`src/hw/rtl/dcmrp_pkg.sv`:
```
// dcmrp_pkg: shared constants for the ramp/PID motor drive.
// Holds register indexes, drive mode codes, shared multiplier widths and the ramp step reset.
// No dependencies.
package dcmrp_pkg;

	localparam int MUL_A_W = 33;
	localparam int MUL_B_W = 21;
	localparam int MUL_P_W = MUL_A_W + MUL_B_W;

	localparam int CFG_IDX_W  = 3;
	localparam int CFG_DATA_W = 16;

	localparam logic [CFG_IDX_W-1:0] REG_DRIVE_MODE  = 3'd0;
	localparam logic [CFG_IDX_W-1:0] REG_ENC_ENABLE  = 3'd1;
	localparam logic [CFG_IDX_W-1:0] REG_BRAKE_EN    = 3'd2;
	localparam logic [CFG_IDX_W-1:0] REG_MIN_POWER   = 3'd3;
	localparam logic [CFG_IDX_W-1:0] REG_RAMP_STEP   = 3'd4;
	localparam logic [CFG_IDX_W-1:0] REG_GAIN_P      = 3'd5;
	localparam logic [CFG_IDX_W-1:0] REG_GAIN_I      = 3'd6;
	localparam logic [CFG_IDX_W-1:0] REG_GAIN_D      = 3'd7;

	localparam logic [1:0] MODE_DIRECT = 2'd0;
	localparam logic [1:0] MODE_SCALED = 2'd1;
	localparam logic [1:0] MODE_RAMPED = 2'd2;
	localparam logic [1:0] MODE_SPEED  = 2'd3;

	localparam logic [7:0] RAMP_STEP_RST = 8'd5;

endpackage

```
`src/hw/rtl/dcmrp_if.sv`:
```
// dcmrp_if: valid/ready channels for the motor drive tick and its result.
// Standalone; no package dependency.
interface dcmrp_cmd_if;
	logic               valid;
	logic               ready;
	logic [7:0]         power_request;
	logic signed [15:0] target_speed;
	logic signed [31:0] encoder_count;
	logic               direction_request;

	modport source (output valid, power_request, target_speed, encoder_count,
		direction_request, input ready);
	modport sink (input valid, power_request, target_speed, encoder_count,
		direction_request, output ready);
endinterface

interface dcmrp_res_if;
	logic               valid;
	logic               ready;
	logic [7:0]         duty;
	logic               pwm_on;
	logic               speed_level;
	logic               high_side;
	logic               low_side;
	logic               direction;
	logic signed [15:0] measured_speed;

	modport source (output valid, duty, pwm_on, speed_level, high_side, low_side,
		direction, measured_speed, input ready);
	modport sink (input valid, duty, pwm_on, speed_level, high_side, low_side,
		direction, measured_speed, output ready);
endinterface

```
`src/hw/rtl/dcmrp_mul.sv`:
```
// dcmrp_mul: shared signed multiplier with registered product.
// Depends on dcmrp_pkg for operand widths.
module dcmrp_mul (
	input  logic                                  clk,
	input  logic signed [dcmrp_pkg::MUL_A_W-1:0] a,
	input  logic signed [dcmrp_pkg::MUL_B_W-1:0] b,
	output logic signed [dcmrp_pkg::MUL_P_W-1:0] p
);

	always_ff @(posedge clk) begin
		p <= a * b;
	end

endmodule

```
`src/hw/rtl/dc_motor_ramp_pid_drive.sv`:
```
// dc_motor_ramp_pid_drive: one H-bridge channel, speed measurement, ramp and PID.
// Accept to result: speed measurement when the encoder is enabled or in speed mode (the
// reciprocal is skipped when the speed saturates), then scaling and level, or the PID passes.
// One tick at a time: the next tick can be taken in the cycle after the result is
// registered, and that waits while an earlier result is not taken.
// Reset (arst_n low) sets ramp_step to 5, other config and level/speed/integrator state to 0.
module dc_motor_ramp_pid_drive #(
	parameter int TICKS_PER_REV = 64,
	parameter int TICK_RATE_HZ  = 100
) (
	input  logic                                   clk,
	input  logic                                   arst_n,
	dcmrp_cmd_if.sink                              cmd,
	dcmrp_res_if.source                            res,
	input  logic                                   cfg_wr_en,
	input  logic [dcmrp_pkg::CFG_IDX_W-1:0]        cfg_index,
	input  logic [dcmrp_pkg::CFG_DATA_W-1:0]       cfg_data
);

	localparam int              SPD_K   = TICK_RATE_HZ * 60;
	localparam logic [53:0]     SAT_THR = 54'(TICKS_PER_REV) << 15;
	// reciprocal of TICKS_PER_REV, exact for quotients below 2^15
	localparam int              RCP_L   = $clog2(TICKS_PER_REV);
	localparam int              RCP_S   = 15 + 2 * RCP_L;
	localparam logic [32:0]     RCP_M   = 33'(((64'd1 << RCP_S) + 64'(TICKS_PER_REV)
		- 64'd1) / 64'(TICKS_PER_REV));

	typedef enum logic [3:0] {
		S_IDLE, S_MSPD, S_DCHK, S_RCP1, S_RCP2, S_RCP3, S_SPD, S_SCL, S_LVL,
		S_P1, S_P2, S_P3, S_P4, S_P5, S_FIN
	} state_t;

	state_t state_q;

	logic [1:0]         mode_q;
	logic               enc_en_q, brake_en_q;
	logic [7:0]         min_q, step_q;
	logic signed [15:0] gp_q, gi_q, gd_q;

	logic [7:0]         pwr_q;
	logic signed [15:0] tgt_q;
	logic [31:0]        cnt_in_q;
	logic               dreq_q;
	logic signed [15:0] prev_q;

	logic [7:0]         level_q;
	logic               bdir_q, cdir_q;
	logic [31:0]        last_count_q;
	logic signed [15:0] last_speed_q;
	logic signed [31:0] integ_q, pterm_q;
	logic signed [34:0] total_q;

	logic               neg_q, sat_q;
	logic [30:0]        x_q;
	logic [63:0]        acc_q;
	logic [14:0]        quo_q;

	logic               ov_q;
	logic [7:0]         duty_q;
	logic               pwm_q, spd_q, hi_q, lo_q, dir_q;
	logic signed [15:0] ms_q;

	logic signed [dcmrp_pkg::MUL_A_W-1:0] mul_a;
	logic signed [dcmrp_pkg::MUL_B_W-1:0] mul_b;
	logic signed [dcmrp_pkg::MUL_P_W-1:0] mul_p;

	dcmrp_mul u_mul (.clk(clk), .a(mul_a), .b(mul_b), .p(mul_p));

	logic [31:0] delta;
	assign delta = cnt_in_q - last_count_q;

	always_comb begin
		mul_a = '0;
		mul_b = '0;
		unique case (state_q)
			S_MSPD: begin
				mul_a = 33'(signed'(delta));
				mul_b = 21'(SPD_K);
			end
			S_RCP1: begin
				mul_a = signed'(RCP_M);
				mul_b = {1'b0, x_q[19:0]};
			end
			S_RCP2: begin
				mul_a = signed'(RCP_M);
				mul_b = {10'b0, x_q[30:20]};
			end
			S_SCL: begin
				mul_a = 33'({1'b0, pwr_q});
				mul_b = 21'({1'b0, 8'd255 - min_q});
			end
			S_P1: begin
				mul_a = 33'(tgt_q);
				mul_b = 21'(gp_q);
			end
			S_P2: begin
				mul_a = 33'(17'(tgt_q) - 17'(last_speed_q));
				mul_b = 21'(gi_q);
			end
			S_P3: begin
				mul_a = 33'(17'(prev_q) - 17'(last_speed_q));
				mul_b = 21'(gd_q);
			end
			default: begin
				mul_a = '0;
				mul_b = '0;
			end
		endcase
	end

	// speed magnitude and saturation check
	logic [53:0] pabs;
	assign pabs = mul_p[53] ? 54'(-mul_p) : 54'(mul_p);

	// reciprocal product: low part in acc_q, high part on the multiplier output
	logic [63:0] rsum;
	assign rsum = acc_q + (64'(mul_p[52:0]) << 20);

	// scaled power: x/255 exact for x <= 65025
	logic [15:0] sx;
	logic [16:0] sq;
	logic [7:0]  scaled;
	assign sx     = mul_p[15:0];
	assign sq     = (17'(sx) + 17'(sx >> 8) + 17'd1) >> 8;
	assign scaled = (pwr_q == 8'd0) ? 8'd0 : sq[7:0] + min_q;

	// modes 0..2 next level and bridge direction
	logic signed [9:0] up_v, dn_v, scl_s, min_s;
	logic [7:0]        nlvl;
	logic              nbdir;
	assign up_v  = 10'(level_q) + 10'(step_q);
	assign dn_v  = 10'(level_q) - 10'(step_q);
	assign scl_s = signed'({2'b00, scaled});
	assign min_s = signed'({2'b00, min_q});

	always_comb begin
		nlvl  = level_q;
		nbdir = bdir_q;
		case (mode_q)
			dcmrp_pkg::MODE_DIRECT: begin
				nlvl  = pwr_q;
				nbdir = dreq_q;
			end
			dcmrp_pkg::MODE_SCALED: begin
				nlvl  = scaled;
				nbdir = dreq_q;
			end
			default: begin
				if (pwr_q != 8'd0) begin
					if (bdir_q == dreq_q) begin
						if (level_q < scaled) begin
							if (up_v > scl_s) nlvl = scaled;
							else if (up_v < min_s) nlvl = min_q;
							else nlvl = up_v[7:0];
						end else if (level_q > scaled) begin
							if (dn_v < scl_s) nlvl = scaled;
							else nlvl = dn_v[7:0];
						end
					end else begin
						if (dn_v < min_s) nlvl = min_q;
						else nlvl = dn_v[7:0];
						if (nlvl == min_q) nbdir = dreq_q;
					end
				end else if (level_q != 8'd0) begin
					if (dn_v < 10'sd0) nlvl = 8'd0;
					else nlvl = dn_v[7:0];
				end
			end
		endcase
	end

	// PID pieces
	logic signed [33:0] isum;
	logic signed [31:0] isat;
	logic [34:0]        tabs;
	logic [26:0]        tmag;
	logic [7:0]         pid_lvl;
	assign isum = 34'(integ_q) + 34'(signed'(mul_p[32:0]));
	assign isat = (isum > 34'sh7FFFFFFF) ? 32'sh7FFFFFFF :
		(isum < -34'sh80000000) ? -32'sh80000000 : isum[31:0];
	assign tabs = total_q[34] ? 35'(-total_q) : 35'(total_q);
	assign tmag = tabs[34:8];
	always_comb begin
		pid_lvl = (tmag > 27'd255) ? 8'd255 : tmag[7:0];
		if (pid_lvl < min_q) pid_lvl = min_q;
	end

	logic brk;
	assign brk = (level_q == 8'd0) && brake_en_q && (mode_q != dcmrp_pkg::MODE_SPEED)
		&& (pwr_q == 8'd0);

	assign cmd.ready = (state_q == S_IDLE);

	assign res.valid          = ov_q;
	assign res.duty           = duty_q;
	assign res.pwm_on         = pwm_q;
	assign res.speed_level    = spd_q;
	assign res.high_side      = hi_q;
	assign res.low_side       = lo_q;
	assign res.direction      = dir_q;
	assign res.measured_speed = ms_q;

	always_ff @(posedge clk or negedge arst_n) begin
		if (!arst_n) begin
			state_q      <= S_IDLE;
			mode_q       <= dcmrp_pkg::MODE_DIRECT;
			enc_en_q     <= 1'b0;
			brake_en_q   <= 1'b0;
			min_q        <= 8'd0;
			step_q       <= dcmrp_pkg::RAMP_STEP_RST;
			gp_q         <= '0;
			gi_q         <= '0;
			gd_q         <= '0;
			level_q      <= 8'd0;
			bdir_q       <= 1'b0;
			cdir_q       <= 1'b0;
			last_count_q <= '0;
			last_speed_q <= '0;
			integ_q      <= '0;
			ov_q         <= 1'b0;
		end else begin
			if (cfg_wr_en) begin
				unique case (cfg_index)
					dcmrp_pkg::REG_DRIVE_MODE: mode_q     <= cfg_data[1:0];
					dcmrp_pkg::REG_ENC_ENABLE: enc_en_q   <= cfg_data[0];
					dcmrp_pkg::REG_BRAKE_EN:   brake_en_q <= cfg_data[0];
					dcmrp_pkg::REG_MIN_POWER:  min_q      <= cfg_data[7:0];
					dcmrp_pkg::REG_RAMP_STEP:  step_q     <= cfg_data[7:0];
					dcmrp_pkg::REG_GAIN_P:     gp_q       <= cfg_data;
					dcmrp_pkg::REG_GAIN_I:     gi_q       <= cfg_data;
					dcmrp_pkg::REG_GAIN_D:     gd_q       <= cfg_data;
					default: ;
				endcase
			end
			if (ov_q && res.ready && state_q != S_FIN) ov_q <= 1'b0;
			unique case (state_q)
				S_IDLE: begin
					if (cmd.valid) begin
						pwr_q    <= cmd.power_request;
						tgt_q    <= cmd.target_speed;
						cnt_in_q <= cmd.encoder_count;
						dreq_q   <= cmd.direction_request;
						prev_q   <= last_speed_q;
						if (enc_en_q || mode_q == dcmrp_pkg::MODE_SPEED) state_q <= S_MSPD;
						else state_q <= S_SCL;
					end
				end
				S_MSPD: state_q <= S_DCHK;
				S_DCHK: begin
					neg_q <= mul_p[53];
					sat_q <= (pabs >= SAT_THR);
					x_q   <= pabs[30:0];
					state_q <= (pabs >= SAT_THR) ? S_SPD : S_RCP1;
				end
				S_RCP1: state_q <= S_RCP2;
				S_RCP2: begin
					acc_q   <= 64'(mul_p[52:0]);
					state_q <= S_RCP3;
				end
				S_RCP3: begin
					quo_q   <= 15'(rsum >> RCP_S);
					state_q <= S_SPD;
				end
				S_SPD: begin
					if (sat_q) last_speed_q <= neg_q ? -16'sd32768 : 16'sd32767;
					else last_speed_q <= neg_q ? -signed'({1'b0, quo_q})
						: signed'({1'b0, quo_q});
					last_count_q <= cnt_in_q;
					state_q <= (mode_q == dcmrp_pkg::MODE_SPEED) ? S_P1 : S_SCL;
				end
				S_SCL: state_q <= S_LVL;
				S_LVL: begin
					level_q <= nlvl;
					bdir_q  <= nbdir;
					cdir_q  <= dreq_q;
					integ_q <= '0;
					state_q <= S_FIN;
				end
				S_P1: state_q <= S_P2;
				S_P2: begin
					pterm_q <= mul_p[31:0];
					state_q <= S_P3;
				end
				S_P3: begin
					integ_q <= isat;
					state_q <= S_P4;
				end
				S_P4: begin
					total_q <= 35'(pterm_q) + 35'(integ_q) + 35'(signed'(mul_p[32:0]));
					state_q <= S_P5;
				end
				S_P5: begin
					level_q <= pid_lvl;
					if (total_q < 0) begin
						cdir_q <= 1'b1;
						bdir_q <= 1'b1;
					end else if (total_q > 0) begin
						cdir_q <= 1'b0;
						bdir_q <= 1'b0;
					end else begin
						bdir_q <= cdir_q;
					end
					state_q <= S_FIN;
				end
				S_FIN: begin
					if (!ov_q || res.ready) begin
						ov_q   <= 1'b1;
						duty_q <= level_q;
						dir_q  <= cdir_q;
						ms_q   <= last_speed_q;
						hi_q   <= brk | bdir_q;
						lo_q   <= brk | ~bdir_q;
						pwm_q  <= (level_q != 8'd0) && (level_q != 8'd255);
						spd_q  <= brk || (level_q == 8'd255);
						state_q <= S_IDLE;
					end
				end
				default: state_q <= S_IDLE;
			endcase
		end
	end

	a_busy_after_accept: assert property (@(posedge clk) disable iff (!arst_n)
		cmd.valid && cmd.ready |=> !cmd.ready)
		else $error("tick accepted while busy");
	a_pwm_mid_duty: assert property (@(posedge clk) disable iff (!arst_n)
		res.valid && res.pwm_on |-> res.duty != 8'd0 && res.duty != 8'd255)
		else $error("pwm at rail duty");
	a_brake_zero: assert property (@(posedge clk) disable iff (!arst_n)
		res.valid && res.high_side && res.low_side |-> res.duty == 8'd0)
		else $error("brake with nonzero duty");
	a_pid_floor: assert property (@(posedge clk) disable iff (!arst_n)
		res.valid && mode_q == dcmrp_pkg::MODE_SPEED |-> res.duty >= min_q)
		else $error("speed mode duty under floor");

endmodule

```
`src/flat_wrapper.sv`:
```
// flat-port wrapper written by rule: the top's interface ports become plain ports
module dc_motor_ramp_pid_drive_flat 
#(
	parameter int TICKS_PER_REV = 64,
	parameter int TICK_RATE_HZ  = 100
)
  (clk, arst_n, cfg_wr_en, cfg_index, cfg_data, cmd_valid, cmd_power_request, cmd_target_speed, cmd_encoder_count, cmd_direction_request, cmd_ready, res_valid, res_duty, res_pwm_on, res_speed_level, res_high_side, res_low_side, res_direction, res_measured_speed, res_ready);
  dcmrp_cmd_if cmd_i ();
  dcmrp_res_if res_i ();
  input  logic clk;
  input  logic arst_n;
  input  logic cfg_wr_en;
  input  logic [dcmrp_pkg::CFG_IDX_W-1:0] cfg_index;
  input  logic [dcmrp_pkg::CFG_DATA_W-1:0] cfg_data;
  input wire logic [$bits(cmd_i.valid)-1:0] cmd_valid;
  input wire logic [$bits(cmd_i.power_request)-1:0] cmd_power_request;
  input wire logic [$bits(cmd_i.target_speed)-1:0] cmd_target_speed;
  input wire logic [$bits(cmd_i.encoder_count)-1:0] cmd_encoder_count;
  input wire logic [$bits(cmd_i.direction_request)-1:0] cmd_direction_request;
  output wire logic [$bits(cmd_i.ready)-1:0] cmd_ready;
  output wire logic [$bits(res_i.valid)-1:0] res_valid;
  output wire logic [$bits(res_i.duty)-1:0] res_duty;
  output wire logic [$bits(res_i.pwm_on)-1:0] res_pwm_on;
  output wire logic [$bits(res_i.speed_level)-1:0] res_speed_level;
  output wire logic [$bits(res_i.high_side)-1:0] res_high_side;
  output wire logic [$bits(res_i.low_side)-1:0] res_low_side;
  output wire logic [$bits(res_i.direction)-1:0] res_direction;
  output wire logic [$bits(res_i.measured_speed)-1:0] res_measured_speed;
  input wire logic [$bits(res_i.ready)-1:0] res_ready;
  assign cmd_i.valid = cmd_valid;
  assign cmd_i.power_request = cmd_power_request;
  assign cmd_i.target_speed = cmd_target_speed;
  assign cmd_i.encoder_count = cmd_encoder_count;
  assign cmd_i.direction_request = cmd_direction_request;
  assign cmd_ready = cmd_i.ready;
  assign res_valid = res_i.valid;
  assign res_duty = res_i.duty;
  assign res_pwm_on = res_i.pwm_on;
  assign res_speed_level = res_i.speed_level;
  assign res_high_side = res_i.high_side;
  assign res_low_side = res_i.low_side;
  assign res_direction = res_i.direction;
  assign res_measured_speed = res_i.measured_speed;
  assign res_i.ready = res_ready;
  dc_motor_ramp_pid_drive #(.TICKS_PER_REV(TICKS_PER_REV), .TICK_RATE_HZ(TICK_RATE_HZ)) u_core (.clk(clk), .arst_n(arst_n), .cmd(cmd_i), .res(res_i), .cfg_wr_en(cfg_wr_en), .cfg_index(cfg_index), .cfg_data(cfg_data));
endmodule
```
`config.mk`:
```
export PLATFORM = sky130hd
export DESIGN_NAME = dc_motor_ramp_pid_drive_flat
export DESIGN_NICKNAME = d
export VERILOG_FILES = /design/src/hw/rtl/dcmrp_pkg.sv /design/src/hw/rtl/dcmrp_if.sv /design/src/hw/rtl/dcmrp_mul.sv /design/src/hw/rtl/dc_motor_ramp_pid_drive.sv /design/src/flat_wrapper.sv
export SDC_FILE = /design/constraint.sdc
export NUM_CORES = 2
export LEC_CHECK = 0
export BUFFER_PORTS_ARGS = -buffer_cell sky130_fd_sc_hd__buf_2
export CAP_MARGIN = 25
export CORE_UTILIZATION = 40
export DETAILED_ROUTE_END_ITERATION = 16
export PLACE_DENSITY = 0.66
export SKIP_LAST_GASP = 1
export SLEW_MARGIN = 20
export SYNTH_ARGS = -nofsm -noshare
export SYNTH_HDL_FRONTEND = slang
export SYNTH_SLANG_ARGS = --single-unit
```
`constraint.sdc`:
```
create_clock -name clk -period 17.5 [get_ports clk]
set_clock_uncertainty 0.05 [all_clocks]
set_input_delay 1.75 -clock clk [delete_from_list [all_inputs] [get_ports clk]]
set_output_delay 1.75 -clock clk [all_outputs]
set_load 0.05 [all_outputs]
```
Word level (Yosys, flattened, before mapping)
Index checks and enable logic that the tools add are counted.
Storage, ports and cells
  flip-flop bits (word level): 476
  latch bits: 0
  memory bits (writable): 0
  ROM bits: 0
  output and inout port bits: 31
  word-level logic and storage cells: 191
  memories: 0
Cells by class
  $add $sub $neg: 16
  multiply operators: 1
  divide/modulo/power cells: 0
  order comparisons: 14
  equal/unequal tests: 36
  shift operators: 0
  multiplexer cells: 45
  bitwise logic cells: 3
  reduce and logical (&&, ||, !) cells: 40
Operator list (count)
  $pmux 33 s6: 1
  $pmux 21 s7: 1
  $mux 8: 16
  $mux 32: 2
  $pmux 32 s2: 1
  $pmux 4 s14: 1
  $ge 54x22->1 const B: 1
  $mul 33x21->54: 1
  $mux 54: 1
  $neg 54->54: 1
  $mux 16: 3
  $add 42x42->42: 1
  $gt 35x1->1 const B: 1
  $lt 35x1->1 const B: 1
  $mux 35: 1
  $neg 35->35: 1
  $add 32x33->34: 1
  $add 33x33->34: 1
  $gt 34x32->1 const B: 1
  $lt 34x32->1 const B: 1
  $sub 16x16->17: 2
  $add 32x32->33: 1
  $pmux 8 s2: 2
  $sub 32x32->32: 1
  other kinds (52): 111

Longest topological paths before layout
  word-level depth: 12
  depth in mapped cells: 43
  mapped depth without buffers: 41

Modules after synthesis
A second synthesis with hierarchy kept.
Second synthesis, totals
  cells, all modules: 5490
  area total of the unflattened synthesis: 52693.0 um2
Modules (own cells, without submodules)
  dc_motor_ramp_pid_drive: instances 1, cells an instance 2708, area each 27330.0 um2, seq. area each 11228.3 um2
  dcmrp_mul: instances 1, cells an instance 2782, area each 25363.1 um2, seq. area each 1081.0 um2

Worst setup path before layout
No wires, ideal clock.
  kind: reg2reg
  from: register u_core.cnt_in_q[0]
  to: register u_core.u_mul.p[53] (netlist bit)
  library setup time: 0.072 ns
  arrival: 10.257 ns
  data required time: 17.378 ns
  setup slack: 7.120 ns
  cell stages (with the launch flop): 40
  path buffers: 1
  period minus slack after synthesis: 10.380 ns
  path through: edfxtp_1 -> inv_1 -> ha_1 -> inv_1 -> fa_1 -> a21o_1 -> a21oi_1 -> o21ai_1 -> a2111oi_0 -> o21bai_1 -> a2111oi_2 -> o31ai_1 -> a211o_1 -> nand3_1 -> nand2b_1 -> clkbuf_1 -> and2_1 -> fa_1 -> (+4 left out) -> fa_1 -> fa_1 -> fa_1 -> inv_1 -> fa_1 -> inv_1 -> ha_1 -> a21o_1 -> a21oi_1 -> o21bai_1 -> a31o_1 -> a21o_1 -> a21o_1 -> a21o_1 -> a311o_1 -> a221o_1 -> a21oi_1 -> xnor2_1
On the way
  cells in the longest elaborated chain, start to end: 3
Ends and longest elaborated chain
  start, declared: RTL line dc_motor_ramp_pid_drive.sv:42  | logic [31:0] cnt_in_q;
  start signal, assigned: RTL line dc_motor_ramp_pid_drive.sv:241  | cnt_in_q <= cmd.encoder_count;
  $sub 32x32->32: RTL line dc_motor_ramp_pid_drive.sv:70  | assign delta = cnt_in_q - last_count_q;
  $pmux 33 s6: RTL line dc_motor_ramp_pid_drive.sv:75  | unique case (state_q)
  $mul 33x21->54: RTL line dcmrp_mul.sv:11  | p <= a * b;
  end signal, assigned: RTL line dcmrp_mul.sv:11
  end, declared: RTL line dcmrp_mul.sv:7  | output logic signed [dcmrp_pkg::MUL_P_W-1:0] p
No other way between the ends.
A chain may end at the register's enable or synchronous reset.

Worst setup path after layout
Ends and elaborated chain as after synthesis.

==> flow_metrics.env <==
export IMPL_outcome="finished clean"
export IMPL_grt_pass1_wl_um=236000
export IMPL_io_buffer_count=111
export IMPL_final_cell_mix="inv_1 (1019), fa_1 (715), nand2_1 (548)"
export IMPL_yosys_area_share_simple_pct=13.7
export IMPL_fin_area_um2=56800
export IMPL_cts_buffers=50
export IMPL_gp_congestion=0.940
export IMPL_start_util_pct=40.3
export IMPL_regToRegEndpoint="u_core.u_mul.p[53]"
export IMPL_die_height_um=363
export IMPL_ctsHoldBuffers=0
export IMPL_multi_input_area_um2=35500
export IMPL_syn_area_per_cell_um2=9.42
export IMPL_grt_use_total_pct=22.9
export IMPL_grt_ovfl_total=0
export IMPL_route_detailed_drc=0
export IMPL_crit_path_top_delay_cell="fa_1"
export IMPL_fillers=12400
export IMPL_antenna_found_initial=5
export IMPL_fin_nets=6765
export IMPL_layout_commonest_cell="inv_1"
export IMPL_max_cap_violations=0
export IMPL_ctsResizeCount=0
export IMPL_clkSinkCount=455
export IMPL_via_per_inst=5.44
export IMPL_core_um2=130000
export IMPL_rsz0062_at_grt="false"
export IMPL_synthFlopType="edfxtp_1"
export IMPL_crit_required_ns=18.00
export IMPL_synth_fa_ha_area_share_pct=36.0
export IMPL_synthToLayoutAreaGrowth_pct=8.71
export IMPL_async_flop_share_pct=35.8
export IMPL_regArea_um2=12300
export IMPL_cts_root_buf="clkbuf_16"
export IMPL_yosysWarnings=0
export IMPL_drive_above_1_share_pct=7.31
export IMPL_slew_headroom_pct=33.4
export IMPL_whs_endpoint="u_core.res.measured_speed[4]"
export IMPL_final_hold_viol_count=0
export IMPL_final_antenna_net_count=0
export IMPL_synth_xor_area_share_pct=3.89
export IMPL_grt_pass1_vias=41100
export IMPL_worstReg2RegStart="u_core.cnt_in_q[0]"
export IMPL_synth_compound_area_share_pct=12.4
export IMPL_grt_start_max_net_pins=96
export IMPL_drt_wl_total_um=149000
export IMPL_holdPathStages=0
export IMPL_ys_seq_elements=455
export IMPL_hold_class="reg -> reg"
export IMPL_tightest_slew_ns=0.998
export IMPL_slew_viol_final=0
export IMPL_layoutNonFillerInstCount=7398
export IMPL_drt_first_pass_iters=6
export IMPL_min_from="u_core.last_speed_q[4]"
export IMPL_clock_tree_buffer_depth=3
export IMPL_setup_viol=0
export IMPL_synth_top_family_by_area="adder cells"
export IMPL_start_kind="flop"
export IMPL_htreeDepth=2
export IMPL_dieArea_um2=132000
export IMPL_end_kind="flop"
export IMPL_worst_r2r_cell_count=39
export IMPL_path_class="reg -> reg"
export IMPL_dp_cells=7298
export IMPL_critPathMaxFanout=18
export IMPL_fin_tns_setup_ns=0
export IMPL_route_vias_total=40300
export IMPL_crit_family="adder cells"
export IMPL_die_w_um=363
export IMPL_cp_arrival_ns=12.05
export IMPL_cp_common_cell="fa_1"
export IMPL_ys_types=94
export IMPL_reg2reg_slack_ns=5.95
export IMPL_synthMuxAreaShare_pct=1.74
export IMPL_yosysSeqAreaShare_pct=23.5
export IMPL_hpwlAfterDp_um=118000
export IMPL_post_route_util_pct=43.8
export IMPL_row_count=132
export IMPL_clk_pin_slew_ns=0.06
export IMPL_clock_fmax_mhz=86.6
export IMPL_critPathMaxStageDelay_ns=0.67
export IMPL_syn_inst=5551
export IMPL_place_area_um2=55000
export IMPL_drtIter0Drc=3225
export IMPL_io_pins=112
export IMPL_clk_latency_ns=0.64
export IMPL_timing_final_crit_share_pct=66.0
export IMPL_avgRoutedWirePerCell_um=20.2
export IMPL_netlist_area_um2=52300
export IMPL_min_period_ns=11.55
export IMPL_synth_edf_count=238
export IMPL_syn_nets=6706
export IMPL_path_buf_inv=7
export IMPL_cts_setup_buffers=0
export IMPL_cts_tree="built"
[worst register-to-register path, delay by kind of cell, from the launching register on]
kind                       cells  cell delay, ns
DFF                            1            0.35
adders and majority gates     10            4.91
and+or+nand+nor                3            0.57
AOI/OAI and AO/OA             18            4.57
xor gates and xnor gates       1            0.13
buffers and inverters          7            0.92
[worst max-delay path by stage]
stage                       start            endpoint  slack [ns]  depth (start not counted)
6_report       u_core.cnt_in_q[0]  u_core.u_mul.p[53]        5.95                         39
5_1_grt        u_core.cnt_in_q[0]  u_core.u_mul.p[53]        5.23                         39
4_1_cts        u_core.cnt_in_q[0]  u_core.u_mul.p[53]        5.92                         39
3_5_place_dp   u_core.cnt_in_q[0]  u_core.u_mul.p[53]        5.95                         39
3_3_place_gp   u_core.cnt_in_q[0]  u_core.u_mul.p[53]        6.07                         39
2_1_floorplan  u_core.cnt_in_q[0]  u_core.u_mul.p[53]        7.12                         39
[flip-flops by register name (all words and copies together), names as in the netlist, 15 cells and up]
signal and count:
u_core.last_speed_q 16, u_core.tgt_q 16, u_core.quo_q 15, u_core.u_mul.p 54, u_core.cnt_in_q 32, u_core.integ_q 32, u_core.acc_q 22, u_core.gd_q 16
u_core.res.measured_speed 16, u_core.prev_q 16, u_core.total_q 34, u_core.gi_q 16, u_core.last_count_q 32, u_core.gp_q 16, u_core.pterm_q 32, u_core.x_q 31
[metrics by stage]
step / hold WS (ns) / setup WS (ns)
after global routing: 0.439 / 5.23
after detailed placement: 0.415 / 5.95
after CTS: 0.427 / 5.92
after floorplan: 0.356 / 7.12
final: 0.423 / 5.95
after global placement: 0.399 / 6.07
[layout make-up]
| cell class | count | share of cell area [%] |
|---|---|---|
| repair buffers | 197 | 2.20 |
| multi-input cells | 3881 | 62.4 |
| clock inverters | 25 | 0.544 |
| diodes | 4 | 0.0176 |
| inverters | 1025 | 6.77 |
| clock buffers | 69 | 2.54 |
| flip-flops and latches | 455 | 21.7 |
| well taps | 1742 | 3.84 |
[cell usage after synthesis, types with 23 or more instances]
library cell	instances	area, um2
a211oi_1	23	173
a21o_1	95	713
a21oi_1	256	1280
a221o_1	35	350
a22oi_1	38	285
a31oi_1	31	194
and2_1	87	544
and3_1	32	200
clkbuf_1	179	672
dfrtp_1	161	4030
dfxtp_1	54	1080
edfxtp_1	238	7150
fa_1	715	14300
ha_1	359	4490
inv_1	1019	3820
mux2_2	64	721
nand2_1	548	2060
nand2b_1	107	669
nand3_1	69	345
nand4_1	32	200
nor2_1	331	1240
nor2b_1	48	300
nor3_1	78	390
nor4_1	23	144
o21a_1	42	315
o21ai_0	193	966
o21ai_1	52	260
o21bai_1	32	240
or2_2	24	150
or3_1	36	225
xnor2_1	163	1430
xor2_1	69	604
[metal layers]
layer  GRT usage, %  vias to the layer above  routed length [um]
met4           8.25                        2                5900
li1               -                    18300                   -
met1           30.0                    20200               62100
met2           37.2                     1465               68900
met5              0                        -                  13
met3           4.93                      292               12500
[cells by family (layout without fill, tap and decap cells)]
family | count (synthesis) | after routing
and+or+nand+nor | 1498 | 1498
DFF | 455 | 455
other | 0 | 4
buffers and inverters | 1215 | 1316
adders and majority gates | 1074 | 1074
AOI/OAI and AO/OA | 994 | 994
xor gates and xnor gates | 232 | 232
muxes | 83 | 83
Power is left out: the tool's default activity adds up to more than one toggle a clock period on the data nets, which glitch-free logic cannot reach.
